===== src/sv/key_length_value_record_parser_unit_macros.svh =====
// Assertion macros used by the record parser core.
`ifndef KEY_LENGTH_VALUE_RECORD_PARSER_UNIT_MACROS_SVH
`define KEY_LENGTH_VALUE_RECORD_PARSER_UNIT_MACROS_SVH

`ifndef SYNTHESIS

// Checks a property on every clock edge outside reset.
`define KLVP_ASSERT(label, clk, rst, prop) \
  label: assert property (@(posedge clk) disable iff (rst) prop) \
    else $error("klvp assertion failed");

// Checks a property on every clock edge, reset included.
`define KLVP_ASSERT_ALWAYS(label, clk, prop) \
  label: assert property (@(posedge clk) prop) \
    else $error("klvp assertion failed");

`else

`define KLVP_ASSERT(label, clk, rst, prop)

`define KLVP_ASSERT_ALWAYS(label, clk, prop)

`endif

`endif


===== src/sv/klvp_pkg.sv =====
package klvp_pkg;

  // Longest key, terminator included, before the parser flags an error.
  localparam int MAX_KEY_BYTES = 32;
  // The key counter must hold one past the limit.
  localparam int KEY_COUNT_W = $clog2(MAX_KEY_BYTES + 2);

  // Final status codes.
  localparam logic [2:0] ST_OK        = 3'd0;
  localparam logic [2:0] ST_KEY_LONG  = 3'd1;
  localparam logic [2:0] ST_KEY_EMPTY = 3'd2;
  localparam logic [2:0] ST_LEN_ZERO  = 3'd3;
  localparam logic [2:0] ST_NOT_DONE  = 3'd4;

  // One input beat.
  typedef struct packed {
    logic [7:0] data_byte;
    logic       last_byte;
  } in_item_t;

  // One result beat.
  typedef struct packed {
    logic        record_valid;
    logic [4:0]  key_length;
    logic [31:0] value_address;
    logic [15:0] value_length;
    logic        stream_done;
    logic [2:0]  final_status;
  } out_item_t;

  // Handoff from the input register to the parser core.
  typedef struct packed {
    logic     valid;
    in_item_t item;
  } stage_t;

endpackage


===== src/sv/klvp_in_stage.sv =====
module klvp_in_stage (
  input  logic              clk,
  input  logic              rst,
  input  logic              in_valid,
  output logic              in_ready,
  input  klvp_pkg::in_item_t in_item,
  input  logic              advance,
  output klvp_pkg::stage_t  stage
);
  import klvp_pkg::*;

  logic     held;
  in_item_t item;

  // The register takes a new beat when empty or when its beat moves on.
  assign in_ready = !held || advance;

  always_ff @(posedge clk) begin
    if (rst) begin
      held <= 1'b0;
    end else if (in_ready) begin
      held <= in_valid;
    end
  end

  always_ff @(posedge clk) begin
    if (in_valid && in_ready) begin
      item <= in_item;
    end
  end

  assign stage.valid = held;
  assign stage.item  = item;

endmodule


===== src/sv/klvp_core.sv =====
`include "key_length_value_record_parser_unit_macros.svh"

module klvp_core (
  input  logic               clk,
  input  logic               rst,
  input  logic               cfg_valid,
  input  logic [31:0]        cfg_data,
  input  klvp_pkg::stage_t   stage,
  input  logic               advance,
  output logic               emit,
  output klvp_pkg::out_item_t result
);
  import klvp_pkg::*;

  typedef enum logic [1:0] {
    PH_IDLE,
    PH_KEY,
    PH_LEN,
    PH_VALUE
  } phase_t;

  logic [31:0]            start_address;
  phase_t                 phase, phase_next;
  logic [KEY_COUNT_W-1:0] key_count, key_count_next;
  logic [15:0]            length_acc, length_acc_next;
  logic                   length_seen, length_seen_next;
  logic [15:0]            value_remaining, value_remaining_next;
  logic [31:0]            value_start, value_start_next;
  logic [31:0]            byte_position, byte_position_next;
  logic [2:0]             error_code, error_code_next;

  logic [7:0]  data;
  logic        last;
  logic [31:0] addr;
  logic [15:0] value_left;
  logic        done_rec;
  logic [2:0]  status;
  logic        error_held;
  logic        rec_emit;

  assign data = stage.item.data_byte;
  assign last = stage.item.last_byte;
  assign addr = start_address + byte_position;

  // Start address register: the user writes it only while the parser is idle; unchecked.
  always_ff @(posedge clk) begin
    if (rst) begin
      start_address <= '0;
    end else if (cfg_valid) begin
      start_address <= cfg_data;
    end
  end

  // Per-byte state update and result assembly.
  always_comb begin
    phase_next           = phase;
    key_count_next       = key_count;
    length_acc_next      = length_acc;
    length_seen_next     = length_seen;
    value_remaining_next = value_remaining;
    value_start_next     = value_start;
    error_code_next      = error_code;
    byte_position_next   = byte_position + 32'd1;
    value_left           = value_remaining - {15'd0, (value_remaining != 16'd0)};
    done_rec             = 1'b0;
    status               = ST_OK;
    result               = '0;

    if (error_code == ST_OK) begin
      unique case (phase)
        PH_IDLE, PH_KEY: begin
          // Zero bytes between records are padding.
          if (!(phase == PH_IDLE && data == 8'd0)) begin
            phase_next     = PH_KEY;
            key_count_next = key_count + KEY_COUNT_W'(1);
            if (key_count_next >= KEY_COUNT_W'(MAX_KEY_BYTES) && data != 8'd0) begin
              error_code_next = ST_KEY_LONG;
            end else if (data == 8'd0) begin
              if (key_count_next <= KEY_COUNT_W'(1)) begin
                error_code_next = ST_KEY_EMPTY;
              end else begin
                phase_next = PH_LEN;
              end
            end
          end
        end
        PH_LEN: begin
          // Length arrives low byte first.
          if (!length_seen) begin
            length_acc_next  = {8'd0, data};
            length_seen_next = 1'b1;
          end else begin
            length_acc_next = {data, length_acc[7:0]};
            if (length_acc_next == 16'd0) begin
              error_code_next = ST_LEN_ZERO;
            end else begin
              phase_next           = PH_VALUE;
              value_remaining_next = length_acc_next;
              value_start_next     = addr + 32'd1;
            end
          end
        end
        PH_VALUE: begin
          value_remaining_next = value_left;
          if (value_left == 16'd0) begin
            done_rec             = 1'b1;
            result.record_valid  = 1'b1;
            result.key_length    = 5'(key_count - KEY_COUNT_W'(1));
            result.value_address = value_start;
            result.value_length  = length_acc;
            phase_next           = PH_IDLE;
            key_count_next       = '0;
            length_acc_next      = '0;
            length_seen_next     = 1'b0;
            value_start_next     = '0;
          end
        end
        default: begin
          phase_next = PH_IDLE;
        end
      endcase
    end

    // The last beat reports the status and clears the parser.
    if (last) begin
      status = error_code_next;
      if (status == ST_OK && phase_next != PH_IDLE) begin
        status = ST_NOT_DONE;
      end
      result.stream_done   = 1'b1;
      result.final_status  = status;
      phase_next           = PH_IDLE;
      key_count_next       = '0;
      length_acc_next      = '0;
      length_seen_next     = 1'b0;
      value_remaining_next = '0;
      value_start_next     = '0;
      byte_position_next   = '0;
      error_code_next      = ST_OK;
    end

    emit = stage.valid && (done_rec || last);
  end

  // Parser state moves with each beat that leaves the input register.
  always_ff @(posedge clk) begin
    if (rst) begin
      phase           <= PH_IDLE;
      key_count       <= '0;
      length_acc      <= '0;
      length_seen     <= 1'b0;
      value_remaining <= '0;
      value_start     <= '0;
      byte_position   <= '0;
      error_code      <= ST_OK;
    end else if (advance) begin
      phase           <= phase_next;
      key_count       <= key_count_next;
      length_acc      <= length_acc_next;
      length_seen     <= length_seen_next;
      value_remaining <= value_remaining_next;
      value_start     <= value_start_next;
      byte_position   <= byte_position_next;
      error_code      <= error_code_next;
    end
  end

  // Conditions watched by the checks below.
  assign error_held = (error_code != ST_OK) && !(advance && last);
  assign rec_emit   = emit && result.record_valid;

  // An error sticks until the last beat of the image.
  `KLVP_ASSERT(a_error_sticks, clk, rst, error_held |=> $stable(error_code))
  // A record in its value phase always has bytes left to come.
  `KLVP_ASSERT(a_value_left, clk, rst, (phase == PH_VALUE) |-> (value_remaining != 16'd0))
  // The key counter never passes the key limit.
  `KLVP_ASSERT(a_key_bound, clk, rst, key_count <= KEY_COUNT_W'(MAX_KEY_BYTES))
  // A reported record never has an empty value.
  `KLVP_ASSERT(a_rec_len, clk, rst, rec_emit |-> (result.value_length != 16'd0))

endmodule


===== src/sv/klvp_out_stage.sv =====
module klvp_out_stage (
  input  logic                clk,
  input  logic                rst,
  input  logic                load,
  input  klvp_pkg::out_item_t result,
  output logic                free,
  output logic                out_valid,
  input  logic                out_ready,
  output klvp_pkg::out_item_t out_item
);
  import klvp_pkg::*;

  out_item_t held;

  // The slot can take a result when empty or when its beat leaves now.
  assign free = !out_valid || out_ready;

  always_ff @(posedge clk) begin
    if (rst) begin
      out_valid <= 1'b0;
    end else if (load) begin
      out_valid <= 1'b1;
    end else if (out_ready) begin
      out_valid <= 1'b0;
    end
  end

  always_ff @(posedge clk) begin
    if (load) begin
      held <= result;
    end
  end

  assign out_item = held;

endmodule


===== src/sv/key_length_value_record_parser_unit.sv =====
// Parses a stored settings image of key / 16-bit length / value records, one
// byte per beat, and reports each completed record (key length, absolute value
// address from the start address register, value length) plus a final status
// on the beat marked last. It takes one byte every clock cycle: each byte is
// held in an input register, the parser state updates as it leaves, and any
// result lands in the output register as the byte leaves the input register.
// The only stall comes from the output side: a byte that yields a result waits
// while the output register still holds an untaken result. Write the start
// address only while no byte is in flight.
module key_length_value_record_parser_unit (
  input  logic                clk,
  input  logic                rst,
  input  logic                cfg_valid,
  output logic                cfg_ready,
  input  logic [31:0]         cfg_data,
  input  logic                in_valid,
  output logic                in_ready,
  input  klvp_pkg::in_item_t  in_item,
  output logic                out_valid,
  input  logic                out_ready,
  output klvp_pkg::out_item_t out_item
);
  import klvp_pkg::*;

  stage_t    stage;
  out_item_t result;
  logic      emit;
  logic      free;
  logic      advance;

  assign cfg_ready = 1'b1;

  // A held byte moves on unless its result has no room.
  assign advance = stage.valid && (!emit || free);

  klvp_in_stage u_in (
    .clk      (clk),
    .rst      (rst),
    .in_valid (in_valid),
    .in_ready (in_ready),
    .in_item  (in_item),
    .advance  (advance),
    .stage    (stage)
  );

  klvp_core u_core (
    .clk       (clk),
    .rst       (rst),
    .cfg_valid (cfg_valid),
    .cfg_data  (cfg_data),
    .stage     (stage),
    .advance   (advance),
    .emit      (emit),
    .result    (result)
  );

  klvp_out_stage u_out (
    .clk       (clk),
    .rst       (rst),
    .load      (advance && emit),
    .result    (result),
    .free      (free),
    .out_valid (out_valid),
    .out_ready (out_ready),
    .out_item  (out_item)
  );

endmodule

===== config.mk =====
export PLATFORM = sky130hd
export DESIGN_NAME = key_length_value_record_parser_unit
export DESIGN_NICKNAME = d
export VERILOG_FILES = /design/src/sv/klvp_pkg.sv /design/src/sv/klvp_in_stage.sv /design/src/sv/klvp_core.sv /design/src/sv/klvp_out_stage.sv /design/src/sv/key_length_value_record_parser_unit.sv
export VERILOG_INCLUDE_DIRS = /design/src /design/src/sv
export SDC_FILE = /design/constraint.sdc
export NUM_CORES = 1
export LEC_CHECK = 0
export ABC_AREA = 1
export ABC_CLOCK_PERIOD_IN_PS = 5500
export BUFFER_PORTS_ARGS = -buffer_cell sky130_fd_sc_hd__buf_2
export CAP_MARGIN = 20
export CORE_MARGIN = 2
export CORE_UTILIZATION = 40
export DETAILED_ROUTE_END_ITERATION = 10
export GPL_TIMING_DRIVEN = 0
export PLACE_DENSITY_LB_ADDON = 0.2
export SYNTH_ARGS = -nofsm -noshare
export SYNTH_HDL_FRONTEND = slang
export SYNTH_SLANG_ARGS = --single-unit

===== constraint.sdc =====
create_clock -name clk -period 5.5 [get_ports clk]
set_input_delay 1.65 -clock clk [delete_from_list [all_inputs] [get_ports clk]]
set_output_delay 1.65 -clock clk [all_outputs]
set_load 0.005 [all_outputs]

==> summary.md, run 1 <==
| Metric | Value |
|---|---|
| Worst clock skew | 0.0195 ns |
| Placer congestion estimate | 0.927 |
| Sequential share of power | 43.9% |
| Top cell type's share of synthesized area | 24.3% |
| Final instance area | 13600 sq um |
| Area leader, netlist | dfxtp_1 |
| Full die area | 30700 sq um |
| Placed Area | 12700 sq um |
| Final nets | 1878 |
| Share of cells above drive strength 1 | 10.4% |
| Reg2Reg Setup Slack | 1.42 ns |
| Critical Path Max Stage Delay | 0.34 ns |
| Logic gate share of total power | 12.3% |
| Required @ worst endpoint | 3.85 ns |
| Width of the chip | 175 um |
| CTS-repair resized insts | 0 |
| Ys Warns | 0 |
| Die height | 175 um |
| Seq. cell area | 4850 sq um |
| Total Routed Length | 35.5 mm |
| Worst Tran Pin Value | 0.859 ns |
| R2r startpoint | u_core.value_remaining[6] |
| Status | finished clean |
| Layout fillers | 2989 |
| WP buf/inv | 1 |
| Cell area power density | 282 nW/um^2 |
| Crit path time final | 4.99 ns |
| Layout area overhead | 15.7% |
| Leak | 5.64 nW |
| Crit path launch type | flip-flop |
| Reg-to-reg critical path endpoint | u_out.out_item[38] |
| Clock root cell | clkbuf_16 |
| ANT nets after route | 0 |
| Count leader, synth | nand2_1 |
| Cell Area, Synth | 11700 sq um |
| H-tree levels | 1 |
| Slowest CP cell | dfxtp_1 |
| Fmax | 200 MHz |
| Mean Syn Cell Area | 7.04 sq um |
| Routed len/inst | 16.1 um |
| Mean number of vias per cell | 5.08 |
| Internal power component | 0.00282 W |
| HP Start | u_in.stage[0] |
| Endpoints failing setup | 0 |
| CTS tree | done |
| Crit-path max FO | 4 |
| Setup TNS | 0 ns |
| Initial core utilization | 40.7% |
| Clock power share | 43.7% |
| # diodes | 0 |
| Worst hold stages | 0 |
| Arrival @ worst endpoint | 3.34 ns |
| Post-synth top cells | 352 x nand2_1, 337 x nor2_1, 175 x inv_1, 142 x dfxtp_1, 123 x a21oi_1 |
| Most used DFF post-synth | dfxtp_1 |
| Yosys cell types | 43 |
| Clock sinks | 209 |
| Crit share post-route | 90.8% |
| Synth Net Count | 1747 |
| CTS clk-pin slew, worst paths | 0.06 ns |
| I/O Buffers | 104 |
| Endpoints failing hold | 0 |
| Sequential share of the synthesized area | 41.4% |
| Initial antenna violation count | 0 |
| Clk buf depth | 3 |
| Largest net degree at the start of global routing | 47 |
| Iter 0 DRT Violations | 888 |
| CTS buffer count | 24 |
| Post-synthesis register bit count | 209 |
| Vias in the first global route | 10.4k |
| Cell family contributing the most delay on the critical path | simple AND/OR/NAND/NOR gates |
| Post-CTS Setup Inserts | 0 |
| Post-DP HPWL | 27.9 mm |
| RSZ-0062 raised after global routing | no |
| CTS Hold Buffers Added | 0 |
| Vias | 11.2k |
| Async set or reset register ratio after synthesis | 0% |
| WHS Endpoint | u_out.out_item[3] |
| FF-to-FF path depth | 19 |
| Number of synthesized flops with an enable pin | 67 |
| Rows | 62 |
| Critical path type | reg -> out |
| Max cap viols | 0 |
| Synth top area cells | dfxtp_1 24%, edfxtp_1 17%, nand2_1 11% |
| CP endpoint kind | output port |
| Max_slew headroom | 42.5% |
| Worst IR drop on VDD | 0.000203 V |
| Total track usage | 22.9% |
| Iteration count of the initial detailed-routing pass | 5 |
| CP Cell Sequence | nor2_1 > nand2_1 > nor3_1 > nand4_1 > ha_1 > ha_1 > nand2_2 > nor2_1 > nand2_1 > nand2_1 > nor2_1 > nand2_1 > nor2_1 > nand4_2 > nand2_2 > nand3_2 > buf_2 |
| Cell count after synthesis | 1663 |
| Switch share | 26.3% |
| Io pins | 107 |
| Post-route DRC violation count | 0 |
| Multi-input logic area | 5840 sq um |
| Core ar. | 28800 sq um |
| NetSw | 0.00101 W |
| First-pass GRT wire length | 56.0 mm |
| Hold Path Class | reg -> reg |
| Congestion Overflow GR | 0 |
| Final Max Tran Viols | 0 |
| Clk Latency, worst-skew pair | 0.53 ns |
-- logic make-up (layout without fill, tap and decap cells) --
logic type      count (synthesis)  count (layout)  share of synthesized area, %
simple gates                  882             882                          31.6
buf+inv                       249             398                          8.72
compound gates                245             245                          11.1
flops                         209             209                          41.4
xor+xnor                       39              39                          2.92
fa+ha+maj                      38              38                          4.12
other cells                     1               1                        0.0320
-- metal layers --
metal / global-route usage [%] / up-vias / part of all wire [%]
li1: - / 5704 / -
met1: 31.9 / 5069 / 47
met2: 37.3 / 339 / 45
met3: 3.29 / 50 / 6.3
met4: 5.90 / 0 / 2.3
met5: 0 / - / 0
-- how the worst max path moves through the flow --
stage	from	cells past startpoint	end	slack, ns
6_report	u_core.value_remaining[6]	17	in_ready	0.51
3_3_place_gp	u_core.value_remaining[6]	18	u_out.out_item[38]	0.30
5_1_grt	u_core.value_remaining[9]	17	in_ready	0.17
4_1_cts	u_core.value_remaining[7]	17	in_ready	0.46
2_1_floorplan	u_core.value_remaining[6]	18	u_out.out_item[0]	1.61
3_5_place_dp	u_core.value_remaining[7]	17	in_ready	1.03
-- metrics by stage --
step                      util, %  power [W]  hold slack (ns)  setup slack, ns  instances
after floorplan                 -    0.00203            0.424             1.61       1663
after global placement       44.2    0.00218            0.432            0.299       2151
after detailed placement     44.2    0.00218            0.445             1.03       2152
after CTS                    47.1    0.00386            0.457            0.459       2196
after global routing         47.1    0.00399            0.479            0.170       2196
final                        47.1    0.00383            0.457            0.506       2196
-- placed cells by master, fill, tap and decap left out, types with 3 or more instances in the layout --
cell       count
nor2_4         3
nor3_1        30
buf_4          7
clkinv_2       4
nor2_1       337
clkbuf_1      48
clkinv_1       4
o21ai_0       84
bufinv_16      4
o211ai_1       3
a21o_1         3
buf_1          4
nand2_1      352
edfxtp_1      67
xnor2_1       15
clkbuf_16     25
ha_1          37
buf_2        110
nand4_1       51
dfxtp_1      142
a21oi_1      123
clkinv_4       3
nand3_1       74
nor4_1        16
o21ai_1        9
inv_1        174
a22oi_1       11
o22ai_1        4
buf_6          7
xor2_1        24
or2_2          5
nand2_2        6
inv_2          7
-- state kept, by name, indices dropped and copies added (netlist names) --
name and flops:
u_out.out_item 58, u_core.phase 2, u_in.stage 9, u_core.length_acc 16
u_core.length_seen 1, u_core.error_code 3, u_core.value_remaining 16, u_out.out_valid 1
u_core.byte_position 32, u_core.key_count 6, u_core.start_address 32, u_in.held 1
u_core.value_start 32
-- final cells by class --
| type | count | area share, % |
|---|---|---|
| Buffer | 65 | 2.44 |
| Inverter | 184 | 5.09 |
| Clock inverter | 12 | 1.26 |
| Sequential cell | 209 | 35.8 |
| Timing Repair Buffer | 105 | 3.99 |
| Clock buffer | 32 | 4.81 |
| Multi-Input combinational cell | 1205 | 43.1 |
| Tap cell | 384 | 3.54 |
-- power by group through the flow --
stage	clock network, W	logic, W	registers, W
after floorplan	0	0.000328	0.00170
after global routing	0.00178	0.000532	0.00169
final	0.00167	0.000471	0.00168
after CTS	0.00171	0.000468	0.00168
after global placement	0	0.000462	0.00171
after detailed placement	0	0.000465	0.00171
(Power assumes the default switching activity.)
==> run 2, diff against run 1 <==
Settings changed: CORE_ASPECT_RATIO set to 1.25, GPL_TIMING_DRIVEN 0 to unset, TNS_END_PERCENT set to 50.
==> run 2 against run 1 <==
Cell count fell by 2.1%. Combinational power decreased by 6.4%. Sequential share of layout area up 0.86 points. Maximum frequency up 2.4%. Critical path depth fell by 1. Setup slack better by 0.12 ns. Total power down 3.4%. Global-route usage fell by 0.91 points. Register-to-register slack better by 0.02 ns. Via count fell by 3.6%. Routed wire length is 5.7% lower. First-iteration DRC count down 23%. Largest cell class unchanged.
==> summary.md, run 2 (synthesized netlist as in run 1, its figures left out) <==
| Metric | Value |
|---|---|
| Clock power share | 42.6% (-1.1 points) |
| Endpoints failing setup | 0 (unchanged) |
| CTS buffer count | 23 (-4.2%) |
| Crit path launch type | flip-flop |
| Setup TNS | 0 ns (unchanged) |
| Max_slew headroom | 35.5% (-7.1 points) |
| Worst hold stages | 2 (+2) |
| # diodes | 0 (unchanged) |
| Io pins | 107 (unchanged) |
| Final nets | 1820 (-3.1%) |
| Sequential share of power | 45.5% (+1.6 points) |
| NetSw | 0.000999 W (-0.83%) |
| Commonest cells after routing, fill and taps aside | 352 x nand2_1, 336 x nor2_1, 173 x inv_1 |
| Max cap viols | 0 (unchanged) |
| CTS tree | done |
| Full die area | 30700 sq um (about the same) |
| CTS clk-pin slew, worst paths | 0.07 ns (about the same) |
| Rows | 70 (+13%) |
| RSZ-0062 raised after global routing | no |
| Worst IR drop on VDD | 0.000200 V (-1.4%) |
| Required @ worst endpoint | 3.85 ns (about the same) |
| Switch share | 27.0% (+0.70 points) |
| Die height | 195 um (+12%) |
| CTS Hold Buffers Added | 0 (unchanged) |
| Post-DP HPWL | 24.9 mm (-11%) |
| Clock root cell | clkbuf_16 |
| Final Max Tran Viols | 0 (unchanged) |
| Worst hold slack | 0.460 ns (+0.00248 ns) |
| Slowest CP cell | dfxtp_1 |
| Fmax | 205 MHz (+2.4%) |
| Iter 0 DRT Violations | 683 (-23%) |
| Crit share post-route | 88.7% (-2.1 points) |
| Status | finished clean |
| Largest net degree at the start of global routing | 70 (+49%) |
| Placer congestion estimate | 0.932 (+0.57%) |
| Initial antenna violation count | 0 (unchanged) |
| Post-Layout Cell Count | 2149 (-2.1%) |
| Cell area power density | 279 nW/um^2 (-1.1%) |
| Share of cells above drive strength 1 | 10.5% (+0.066 points) |
| WP buf/inv | 1 (unchanged) |
| Post-CTS Setup Inserts | 0 (unchanged) |
| First-pass GRT wire length | 54.0 mm (-3.5%) |
| Layout fillers | 3069 (+2.7%) |
| CTS-repair resized insts | 0 (unchanged) |
| Logic gate share of total power | 11.9% (-0.4 points) |
| Total Routed Length | 33.4 mm (-5.7%) |
| Vias | 10.8k (-3.6%) |
| Total track usage | 22.0% (-0.91 points) |
| Iteration count of the initial detailed-routing pass | 5 (unchanged) |
| Mean number of vias per cell | 5.01 (-1.5%) |
| Post-route DRC violation count | 0 (unchanged) |
| Worst clock skew | 0.0211 ns (+0.00162 ns) |
| CP endpoint kind | output port |
| Core ar. | 29100 sq um (+1.0%) |
| Internal power component | 0.00270 W (-4.3%) |
| Routed len/inst | 15.6 um (-3.6%) |
| Width of the chip | 157 um (-10%) |
| Worst Tran Pin Value | 0.964 ns (+0.106 ns) |
| Clock sinks | 209 (unchanged) |
| Cell depth of the worst setup path | 16 (-1) |
| Hold Path Class | reg -> reg |
| Leak | 5.50 nW (-2.5%) |
| Clk Latency, worst-skew pair | 0.54 ns (about the same) |
| ANT nets after route | 0 (unchanged) |
| FF-to-FF path depth | 18 (-1) |
| Layout area overhead | 13.0% |
| Pre-CTS setup slack | 1.20 ns (+0.171 ns) |
| DP Cell Count | 2107 (-2.1%) |
| Crit path time final | 4.88 ns (-0.116 ns) |
| H-tree levels | 1 (unchanged) |
| I/O Buffers | 105 (+0.96%) |
| Vias in the first global route | 10.4k (-0.70%) |
| Max reg flops | 58 (unchanged) |
| Endpoints failing hold | 0 (unchanged) |
| Critical path type | reg -> out |
| Congestion Overflow GR | 0 (unchanged) |
| CP Cell Sequence | nor2_2 > nand3_1 > nor3_1 > nand4_1 > ha_1 > ha_1 > xor2_1 > nor2_1 > nand3_1 > nor2_1 > nand2_1 > nor2_1 > nand4_2 > nand2_2 > nand3_2 > buf_2 |
| Initial core utilization | 40.3% (-0.42 points) |
| Commonest non-fill, non-tap cell in the layout | nand2_1 |
| Arrival @ worst endpoint | 3.23 ns (-0.11 ns) |
| Clk buf depth | 3 (unchanged) |
| Cell family contributing the most delay on the critical path | simple AND/OR/NAND/NOR gates |
| Cell mode on critical path | nor2_1 |
| Crit-path max FO | 4 (unchanged) |
| Critical Path Max Stage Delay | 0.35 ns (about the same) |
| Final WS setup | 0.622 ns (+0.116 ns) |
-- run 2: cell types whose count changed in the layout (fill, tap and decap cells not counted), sizes merged --
cell,change
clkbuf,-50
clkinv,+5
buf,-16
bufinv,-1
inv,+1
clkinvlp,+2
-- run 2: layout make-up --
| cell class | instances | area (sq um) | share of cell area (%) |
|---|---|---|---|
| inverter | 184 | 691 | 5.22 |
| timing repair buffer | 113 | 586 | 4.42 |
| multi-input combinational | 1205 | 5850 | 44.2 |
| clock inverter | 19 | 191 | 1.45 |
| sequential | 209 | 4850 | 36.7 |
| clock buffer | 23 | 576 | 4.35 |
| tap | 396 | 495 | 3.74 |
-- run 2: routing by layer --
layer	track usage (%)	vias up	part of all wire, %
met2	38.3	253	49
met5	0	-	0
met4	7.68	0	3.0
li1	-	5564	-
met3	2.35	60	4.0
met1	28.2	4880	44
-- run 2: power groups by stage --
| stage | sequential, W | combinational [W] | clock (W) |
|---|---|---|---|
| floorplan | 0.00170 | 0.000328 | 0 |
| global placement | 0.00171 | 0.000439 | 0 |
| detailed placement | 0.00171 | 0.000438 | 0 |
| CTS | 0.00168 | 0.000441 | 0.00162 |
| global route | 0.00169 | 0.000506 | 0.00168 |
| finish | 0.00168 | 0.000441 | 0.00157 |
-- run 2: metrics by stage --
stage | area [sq um] | utilization (%) | power, W
after floorplan | 11700 | - | 0.00203
after global placement | 12500 | 42.9 | 0.00215
after detailed placement | 12500 | 42.9 | 0.00215
after CTS | 13200 | 45.5 | 0.00374
after global routing | 13200 | 45.5 | 0.00387
final | 13200 | 45.5 | 0.00370
-- run 2: worst paths after layout --
check | startpoint | slack (ns) | endpoint
setup / recovery | u_core.value_remaining[2] | 0.62 | in_ready
hold / removal | u_core.error_code[2] | 0.46 | u_core.error_code[2]
setup reg to reg | u_core.value_remaining[2] | 1.44 | u_out.out_item[29]
hold reg to reg | u_core.error_code[2] | 0.46 | u_core.error_code[2]
-- run 2: worst min-delay path, delay by kind of cell (launching register included) --
| family | cells | cell delay, ns |
|---|---|---|
| buffers and inverters | 1 | 0.06 |
| DFF | 1 | 0.32 |
| and+or+nand+nor | 1 | 0.04 |
